File: src/rtl/mcef_pkg.sv
package mcef_pkg;

  // Width of the wrapping millisecond time base used for all elapsed-time differences.
  localparam int TIME_BITS = 32;

  localparam int STAMP_BITS = 32;
  localparam int HOLD_BITS  = 16;
  localparam int REG_COUNT  = 5;
  localparam int INDEX_BITS = $clog2(REG_COUNT);

  typedef logic [TIME_BITS-1:0]  time_t;
  typedef logic [STAMP_BITS-1:0] stamp_t;
  typedef logic [HOLD_BITS-1:0]  hold_t;
  typedef logic [INDEX_BITS-1:0] reg_index_t;

  typedef enum logic [1:0] {
    KIND_NONE      = 2'd0,
    KIND_SINGLE    = 2'd1,
    KIND_VISITOR   = 2'd2,
    KIND_EMERGENCY = 2'd3
  } kind_t;

  localparam reg_index_t REG_BUTTON_HOLD    = reg_index_t'(0);
  localparam reg_index_t REG_MOTION_HOLD    = reg_index_t'(1);
  localparam reg_index_t REG_AUDIO_HOLD     = reg_index_t'(2);
  localparam reg_index_t REG_EMERGENCY_HOLD = reg_index_t'(3);
  localparam reg_index_t REG_VISITOR_COOL   = reg_index_t'(4);

  localparam hold_t BUTTON_HOLD_RESET    = hold_t'(3000);
  localparam hold_t MOTION_HOLD_RESET    = hold_t'(2000);
  localparam hold_t AUDIO_HOLD_RESET     = hold_t'(1500);
  localparam hold_t EMERGENCY_HOLD_RESET = hold_t'(5000);
  localparam hold_t VISITOR_COOL_RESET   = hold_t'(5000);

endpackage

File: src/rtl/mcef_step_if.sv
interface mcef_step_if;
  import mcef_pkg::*;

  logic   valid;
  logic   ready;
  stamp_t now_ms;
  logic   button_pressed;
  logic   motion_detected;
  logic   audio_report;
  logic   emergency_report;

  modport source (
    output valid, now_ms, button_pressed, motion_detected, audio_report, emergency_report,
    input  ready
  );

  modport sink (
    input  valid, now_ms, button_pressed, motion_detected, audio_report, emergency_report,
    output ready
  );

endinterface

File: src/rtl/mcef_result_if.sv
interface mcef_result_if;
  import mcef_pkg::*;

  logic   valid;
  logic   ready;
  kind_t  event_kind;
  logic   button_on;
  logic   motion_on;
  logic   audio_on;
  logic   emergency_on;
  stamp_t stamp_ms;

  modport source (
    output valid, event_kind, button_on, motion_on, audio_on, emergency_on, stamp_ms,
    input  ready
  );

  modport sink (
    input  valid, event_kind, button_on, motion_on, audio_on, emergency_on, stamp_ms,
    output ready
  );

endinterface

File: src/rtl/multi_channel_event_fusion_core.sv
// Multi-channel event fusion. Each step transfer on the step channel carries a
// millisecond timestamp, the button and motion levels and the audio and emergency
// report pulses; for each one the block returns exactly one result transfer with
// the event kind (none, single channel, visitor, emergency), the four channel
// activity flags after the step and an echo of the timestamp. Steps are taken one
// per clock cycle when the result side keeps up: a step is captured in an input
// register, the whole decision (report handling, hold-window checks, cooldown)
// is one pass of subtract-and-compare logic, and the result moves into the result
// register once that register is free. The channel state and the last visitor
// time advance on the cycle a step moves into the result register, so the next
// step always sees the state its predecessor left. A stalled result register holds the
// step in the input register; the step channel is ready whenever the input
// register is empty or moves on in the same cycle. Hold and cooldown registers
// are written through the plain write port; an index beyond the last register is
// ignored. Write them only while no step is in flight. Time differences wrap
// modulo 2^TIME_BITS.
module multi_channel_event_fusion_core (
  input  logic                   clk,
  input  logic                   rst,
  input  logic                   write_en,
  input  mcef_pkg::reg_index_t   write_index,
  input  mcef_pkg::hold_t        write_data,
  mcef_step_if.sink              step,
  mcef_result_if.source          result
);
  import mcef_pkg::*;

  // configuration
  hold_t button_hold;
  hold_t motion_hold;
  hold_t audio_hold;
  hold_t emergency_hold;
  hold_t visitor_cool;

  // channel state
  logic  button_flag;
  time_t button_time;
  logic  motion_flag;
  time_t motion_time;
  logic  audio_flag;
  time_t audio_time;
  logic  emergency_flag;
  time_t emergency_time;
  time_t last_visitor_time;

  // input register
  logic   in_valid;
  stamp_t in_now;
  logic   in_button;
  logic   in_motion;
  logic   in_audio;
  logic   in_emergency;

  // result register
  logic   out_valid;
  kind_t  out_kind;
  logic   out_button;
  logic   out_motion;
  logic   out_audio;
  logic   out_emergency;
  stamp_t out_stamp;

  logic advance;

  time_t now;
  logic  button_flag_next;
  time_t button_time_next;
  logic  motion_flag_next;
  time_t motion_time_next;
  logic  audio_start;
  logic  audio_flag_next;
  time_t audio_time_next;
  logic  emergency_flag_next;
  time_t emergency_time_next;
  time_t last_visitor_time_next;
  time_t button_elapsed;
  time_t motion_elapsed;
  time_t audio_elapsed;
  time_t emergency_elapsed;
  time_t visitor_elapsed;
  logic  two_or_more;
  logic  exactly_one;
  kind_t kind_next;

  // Move the held step into the result register once that register is free.
  assign advance     = in_valid && (!out_valid || result.ready);
  assign step.ready  = !in_valid || advance;

  assign result.valid        = out_valid;
  assign result.event_kind   = out_kind;
  assign result.button_on    = out_button;
  assign result.motion_on    = out_motion;
  assign result.audio_on     = out_audio;
  assign result.emergency_on = out_emergency;
  assign result.stamp_ms     = out_stamp;

  // Decision pass for the step in the input register.
  always_comb begin
    now = time_t'(in_now);

    // Audio starts its window only while the stored flag is clear, stale or not.
    audio_start     = in_audio && !audio_flag;
    audio_time_next = audio_start ? now : audio_time;
    // An emergency report always restarts its window.
    emergency_time_next = in_emergency ? now : emergency_time;

    button_elapsed    = now - button_time;
    motion_elapsed    = now - motion_time;
    audio_elapsed     = now - audio_time_next;
    emergency_elapsed = now - emergency_time_next;
    visitor_elapsed   = now - last_visitor_time;

    // Button and motion: refresh on a high level, drop once past the hold.
    button_time_next = in_button ? now : button_time;
    button_flag_next = in_button ||
                       (button_flag && !(button_elapsed > time_t'(button_hold)));
    motion_time_next = in_motion ? now : motion_time;
    motion_flag_next = in_motion ||
                       (motion_flag && !(motion_elapsed > time_t'(motion_hold)));

    // Audio and emergency stay on while the elapsed time is within the hold.
    audio_flag_next     = (audio_flag || in_audio) &&
                          (audio_elapsed <= time_t'(audio_hold));
    emergency_flag_next = (emergency_flag || in_emergency) &&
                          (emergency_elapsed <= time_t'(emergency_hold));

    two_or_more = (button_flag_next && motion_flag_next) ||
                  (button_flag_next && audio_flag_next) ||
                  (motion_flag_next && audio_flag_next);
    exactly_one = (button_flag_next ^ motion_flag_next ^ audio_flag_next) && !two_or_more;

    last_visitor_time_next = last_visitor_time;
    if (emergency_flag_next) begin
      kind_next = KIND_EMERGENCY;
    end else if (two_or_more) begin
      // Raise a visitor only once per cooldown; a suppressed one reports none.
      if (visitor_elapsed >= time_t'(visitor_cool)) begin
        kind_next              = KIND_VISITOR;
        last_visitor_time_next = now;
      end else begin
        kind_next = KIND_NONE;
      end
    end else if (exactly_one) begin
      kind_next = KIND_SINGLE;
    end else begin
      kind_next = KIND_NONE;
    end
  end

  // Configuration registers.
  always_ff @(posedge clk) begin
    if (rst) begin
      button_hold    <= BUTTON_HOLD_RESET;
      motion_hold    <= MOTION_HOLD_RESET;
      audio_hold     <= AUDIO_HOLD_RESET;
      emergency_hold <= EMERGENCY_HOLD_RESET;
      visitor_cool   <= VISITOR_COOL_RESET;
    end else if (write_en) begin
      unique case (write_index)
        REG_BUTTON_HOLD:    button_hold    <= write_data;
        REG_MOTION_HOLD:    motion_hold    <= write_data;
        REG_AUDIO_HOLD:     audio_hold     <= write_data;
        REG_EMERGENCY_HOLD: emergency_hold <= write_data;
        REG_VISITOR_COOL:   visitor_cool   <= write_data;
        default: ;
      endcase
    end
  end

  // Channel state advances with each step that reaches the result register.
  always_ff @(posedge clk) begin
    if (rst) begin
      button_flag       <= 1'b0;
      button_time       <= '0;
      motion_flag       <= 1'b0;
      motion_time       <= '0;
      audio_flag        <= 1'b0;
      audio_time        <= '0;
      emergency_flag    <= 1'b0;
      emergency_time    <= '0;
      last_visitor_time <= '0;
    end else if (advance) begin
      button_flag       <= button_flag_next;
      button_time       <= button_time_next;
      motion_flag       <= motion_flag_next;
      motion_time       <= motion_time_next;
      audio_flag        <= audio_flag_next;
      audio_time        <= audio_time_next;
      emergency_flag    <= emergency_flag_next;
      emergency_time    <= emergency_time_next;
      last_visitor_time <= last_visitor_time_next;
    end
  end

  // Input register: take a new step whenever the held one moves on or none is held.
  always_ff @(posedge clk) begin
    if (rst) begin
      in_valid <= 1'b0;
    end else if (step.ready) begin
      in_valid <= step.valid;
    end
  end

  always_ff @(posedge clk) begin
    if (step.valid && step.ready) begin
      in_now       <= step.now_ms;
      in_button    <= step.button_pressed;
      in_motion    <= step.motion_detected;
      in_audio     <= step.audio_report;
      in_emergency <= step.emergency_report;
    end
  end

  // Result register: hold while the far side stalls.
  always_ff @(posedge clk) begin
    if (rst) begin
      out_valid <= 1'b0;
    end else if (advance) begin
      out_valid <= 1'b1;
    end else if (result.ready) begin
      out_valid <= 1'b0;
    end
  end

  always_ff @(posedge clk) begin
    if (advance) begin
      out_kind      <= kind_next;
      out_button    <= button_flag_next;
      out_motion    <= motion_flag_next;
      out_audio     <= audio_flag_next;
      out_emergency <= emergency_flag_next;
      out_stamp     <= in_now;
    end
  end

endmodule
File: src/flat_wrapper.sv
// flat-port wrapper written by rule: the top's interface ports become plain ports
module multi_channel_event_fusion_core_flat import mcef_pkg::*;
  (clk, rst, write_en, write_index, write_data, step_valid, step_now_ms, step_button_pressed, step_motion_detected, step_audio_report, step_emergency_report, step_ready, result_valid, result_event_kind, result_button_on, result_motion_on, result_audio_on, result_emergency_on, result_stamp_ms, result_ready);
  mcef_step_if step_i ();
  mcef_result_if result_i ();
  input  logic clk;
  input  logic rst;
  input  logic write_en;
  input  mcef_pkg::reg_index_t write_index;
  input  mcef_pkg::hold_t write_data;
  input wire logic [$bits(step_i.valid)-1:0] step_valid;
  input wire logic [$bits(step_i.now_ms)-1:0] step_now_ms;
  input wire logic [$bits(step_i.button_pressed)-1:0] step_button_pressed;
  input wire logic [$bits(step_i.motion_detected)-1:0] step_motion_detected;
  input wire logic [$bits(step_i.audio_report)-1:0] step_audio_report;
  input wire logic [$bits(step_i.emergency_report)-1:0] step_emergency_report;
  output wire logic [$bits(step_i.ready)-1:0] step_ready;
  output wire logic [$bits(result_i.valid)-1:0] result_valid;
  output wire logic [$bits(result_i.event_kind)-1:0] result_event_kind;
  output wire logic [$bits(result_i.button_on)-1:0] result_button_on;
  output wire logic [$bits(result_i.motion_on)-1:0] result_motion_on;
  output wire logic [$bits(result_i.audio_on)-1:0] result_audio_on;
  output wire logic [$bits(result_i.emergency_on)-1:0] result_emergency_on;
  output wire logic [$bits(result_i.stamp_ms)-1:0] result_stamp_ms;
  input wire logic [$bits(result_i.ready)-1:0] result_ready;
  assign step_i.valid = step_valid;
  assign step_i.now_ms = step_now_ms;
  assign step_i.button_pressed = step_button_pressed;
  assign step_i.motion_detected = step_motion_detected;
  assign step_i.audio_report = step_audio_report;
  assign step_i.emergency_report = step_emergency_report;
  assign step_ready = step_i.ready;
  assign result_valid = result_i.valid;
  assign result_event_kind = result_i.event_kind;
  assign result_button_on = result_i.button_on;
  assign result_motion_on = result_i.motion_on;
  assign result_audio_on = result_i.audio_on;
  assign result_emergency_on = result_i.emergency_on;
  assign result_stamp_ms = result_i.stamp_ms;
  assign result_i.ready = result_ready;
  multi_channel_event_fusion_core u_core (.clk(clk), .rst(rst), .write_en(write_en), .write_index(write_index), .write_data(write_data), .step(step_i), .result(result_i));
endmodule
File: config.mk
export PLATFORM = sky130hd
export DESIGN_NAME = multi_channel_event_fusion_core_flat
export DESIGN_NICKNAME = d
export VERILOG_FILES = /design/src/rtl/mcef_pkg.sv /design/src/rtl/mcef_step_if.sv /design/src/rtl/mcef_result_if.sv /design/src/rtl/multi_channel_event_fusion_core.sv /design/src/flat_wrapper.sv
export SDC_FILE = /design/constraint.sdc
export NUM_CORES = 1
export LEC_CHECK = 0
export BUFFER_PORTS_ARGS = -buffer_cell sky130_fd_sc_hd__buf_2
export CAP_MARGIN = 10
export CORE_MARGIN = 1.5
export CORE_UTILIZATION = 51
export DETAILED_ROUTE_END_ITERATION = 10
export PLACE_DENSITY = 0.64
export SETUP_SLACK_MARGIN = 0.5
export SLEW_MARGIN = 20
export SYNTH_ARGS = -nofsm -noshare
export SYNTH_HDL_FRONTEND = slang
export SYNTH_SLANG_ARGS = --single-unit
File: constraint.sdc
create_clock -name clk -period 9.3 [get_ports clk]
set_input_delay 1.86 -clock clk [delete_from_list [all_inputs] [get_ports clk]]
set_output_delay 1.86 -clock clk [all_outputs]
set_load 0.02 [all_outputs]
==> results summary <==
The cell total after placement came out at 3,476. During I/O placement, the number of pins put on the boundary was 100. The first-iteration detailed-routing DRC count is around 1,300. The initial utilization of the core area, before any placement, comes to 0.5204. The number of nets in the finished design is between 3,000 and 4,000. The antenna diode instance count is 0. The number of vias per cell after detailed routing came out at 5.926. The library cell used as clock root buffer is clkbuf_16. The worst hold path passes through 2 cells. The reported max-cap violation count is 0.

The leakage power came out at about 10 nW. The number of port buffers is 99. The total of cells resized after clock tree synthesis is 0.

In the final layout, flip-flops and latches occupy approximately 7000 µm². The number of CTS-inserted buffers is 39. The mean routed wirelength per cell came out at 19.42 µm. The total global routing track utilization came out at 0.2893. The post-synthesis cell type count is 84. Entering global routing, the biggest net connects 141 pins. The via count of the first global-routing pass came out at 20,132. The max-slew violation count came to 0. The total congestion overflow is 0. The number of buffers and inverters on the critical path came out at 4. The category of the critical setup timing path is reg -> reg.

The peak per-stage delay on the critical path is 510 ps. The core area came out at around 45,000 µm². No sink is reached through more buffers than the 3 on the longest clock path. The critical path's most frequent cell is a21oi_1. In this run, synthesis produced a sequential element count of 320. The number of antenna violations at the first check in global routing came to 0. The clock latency at the later pin of the worst-skew pair came out at 580 ps. The number of antenna-violating nets in the routed design is 0. The portion of the post-synthesis area used by sequential elements came out at 0.3085. The layout has 4,174 filler cells.

Setup repair after global routing left no endpoint under its margin. The post-synthesis cell count came out at approximately 2,900. The number of logic stages on the critical path including buffering came out at 28. The time the final worst path needs with I/O delays and setup came out at 7066 ps. The achievable frequency is 0.1415 GHz. The fraction of registers with async set/reset is 0.

STA classifies the critical path startpoint as a register. The horizontal extent of the die came out at approximately 220 µm. The wire length after detailed routing came out at around 70,000 µm. The setup clock skew after layout came out at 22.68 ps.

The clock sink total came out at 320. The H-tree depth reported by CTS is 2. The synthesized area per cell is 7.985 µm².

The most used flip-flop cell after synthesis is dfxtp_1. The synthesized net count came out at 3,196. The final weighted congestion of routability-driven global placement is 0.9553. The maximum fanout along the worst path came out at 32. TritonCTS built the clock tree. The post-cts hold buffer count came out at 0. The worst-case IR drop observed on VDD is 0.0001864 V. Leaving out fill and tap cells, the most frequent cell in the layout is nand2_1.

The final setup violation count is 0. The clock input transition at the sequential cells of the worst setup and hold paths is 60 ps. Adding up every negative setup slack in the final design gives 0 ps.

After detailed placement, the total cell area comes to 24,040 µm². The hold violation count in the final report came out at 0. Yosys mapped a number of flops with a built-in enable equal to 74. The flow ran to the end, and the final reports show no timing, DRC or antenna violations.

The total number of vias is 21,026. The slowest stage of the critical path belongs to the cell edfxtp_1. The placed wire-length estimate came out at 52,260 µm. The synthesis-to-layout area growth is 9.441%. The vertical extent of the die is 216.1 µm. The setup fix buffers added after clock tree synthesis is 0. The worst-margin pin slew came out at 950.6 ps.

Power spread over the standard cell area amounts to about 170 nW/µm². For this run, the number of Yosys warnings is 0. The kind of end point of the critical path is a register. The total iterations of the first detailed-routing run is 6. The count of standard-cell rows came out at 77. The type of the most critical hold path is reg -> reg. The kind of cell with the highest combined delay along the critical path is compound AO/OA/AOI/OAI gates. Leaving out filler cells and counting taps, the final layout contains 3,548.

Overall power consumption after layout is estimated at ~4.2 mW. The max-slew headroom at the worst pin is 0.3663. The required time at the worst-slack endpoint came out at 9790 ps. The length in cells of the worst reg-to-reg path came out at 28.

The mapped netlist covers 23,160 µm². The critical path arrival came out at 7550 ps. Leaving out fill and tap cells, the most frequent cells in the layout are nand2_1 (416), a21oi_1 (312), dfxtp_1 (246), ha_1 (229), inv_1 (227).

The multi-input logic area came out at 14,590 µm². The fraction of final layout cells sized beyond drive strength 1 is 0.07747. The design area came out at 25,350 µm².

The wire length of the first global-routing pass is 107,800 µm. In the routed design, unresolved DRC markers number 0. The final worst hold slack is 453.9 ps. In the finished design, the share of the clock period the worst path needs comes to 0.7597. The die outline area is 46,710 µm².
==> worst paths after layout <==
| path | startpoint | end | slack [ps] |
|---|---|---|---|
| worst min register to register | u_core.motion_time[3] | u_core.motion_time[3] | 450 |
| worst max register to register | u_core.in_now[0] | u_core.last_visitor_time[4] | 2230 |
| worst min-delay path | u_core.motion_time[3] | u_core.motion_time[3] | 450 |
| worst max-delay path | u_core.in_now[0] | u_core.last_visitor_time[4] | 2230 |
==> layer usage <==
layer / vias to the layer above / GRT usage / part of all wire
li1: 10341 / - / -
met1: 9970 / 0.3632 / 0.43
met2: 577 / 0.5042 / 0.48
met3: 138 / 0.03846 / 0.054
met4: 0 / 0.1083 / 0.035
met5: - / 0 / 0
==> through the flow <==
step | utilization | worst slack, ps
2_1_floorplan | - | 2671
3_3_place_gp | 0.5402 | 2312
3_5_place_dp | 0.5402 | 2218
4_1_cts | 0.5695 | 2177
5_1_grt | 0.5696 | 1411
6_report | 0.5696 | 2234
==> logic make-up after synthesis <==
| logic type | Yosys count | share of synthesized area |
|---|---|---|
| and+or+nand+nor | 961 | 0.1915 |
| muxes | 101 | 0.04397 |
| buffers and inverters | 371 | 0.06212 |
| AOI/OAI and AO/OA | 802 | 0.2230 |
| adders and majority gates | 236 | 0.1293 |
| DFF | 320 | 0.3085 |
| xor gates and xnor gates | 110 | 0.04159 |
==> state kept, by name, indices dropped and copies added, names as in the netlist, 2 cells and up <==
register and flops:
u_core.in_now 32, u_core.motion_time 32, u_core.last_visitor_time 32, u_core.audio_time 32, u_core.motion_hold 16, u_core.button_hold 16
u_core.audio_hold 16, u_core.emergency_hold 16, u_core.visitor_cool 16, u_core.result.stamp_ms 32, u_core.result.event_kind 2, u_core.emergency_time 32
u_core.button_time 32
==> Yosys cell counts (19+ instances only) <==
library cell,number,area share
o21ai_0,98,0.021
edfxtp_1,74,0.096
nand2b_1,88,0.024
dfxtp_1,246,0.21
nand2_1,417,0.068
nor3_1,29,0.0063
nand4_1,45,0.012
a211oi_1,79,0.026
nor2b_1,19,0.0051
a21o_1,77,0.025
ha_1,229,0.12
mux2i_1,95,0.041
clkbuf_1,123,0.020
xnor2_1,72,0.027
a211o_1,25,0.0095
nand3_1,67,0.014
nor2_1,192,0.031
inv_1,228,0.037
a21oi_1,312,0.067
xor2_1,38,0.014
o21a_1,23,0.0075
o211ai_1,23,0.0075
==> worst min-delay path: stages (launching register included) <==
cell and delay (ps):
dfxtp_1 300, nand2_1 50, a21oi_1 50
==> cell type report <==
cell class,count,area share
inverters,228,0.03396
flip-flops and latches,320,0.2819
well taps,592,0.02922
multi-input cells,2210,0.5756
repair buffers,126,0.02788
clock buffers,51,0.04225
clock inverters,21,0.009229
==> report_power, final <==
| group | switching, mW | internal, mW |
|---|---|---|
| registers | 0.0497 | 1.48 |
| logic | 0.693 | 0.438 |
| clock network | 0.643 | 0.930 |
| total | 1.39 | 2.85 |
No activity file was read; power rests on OpenSTA's default activity.
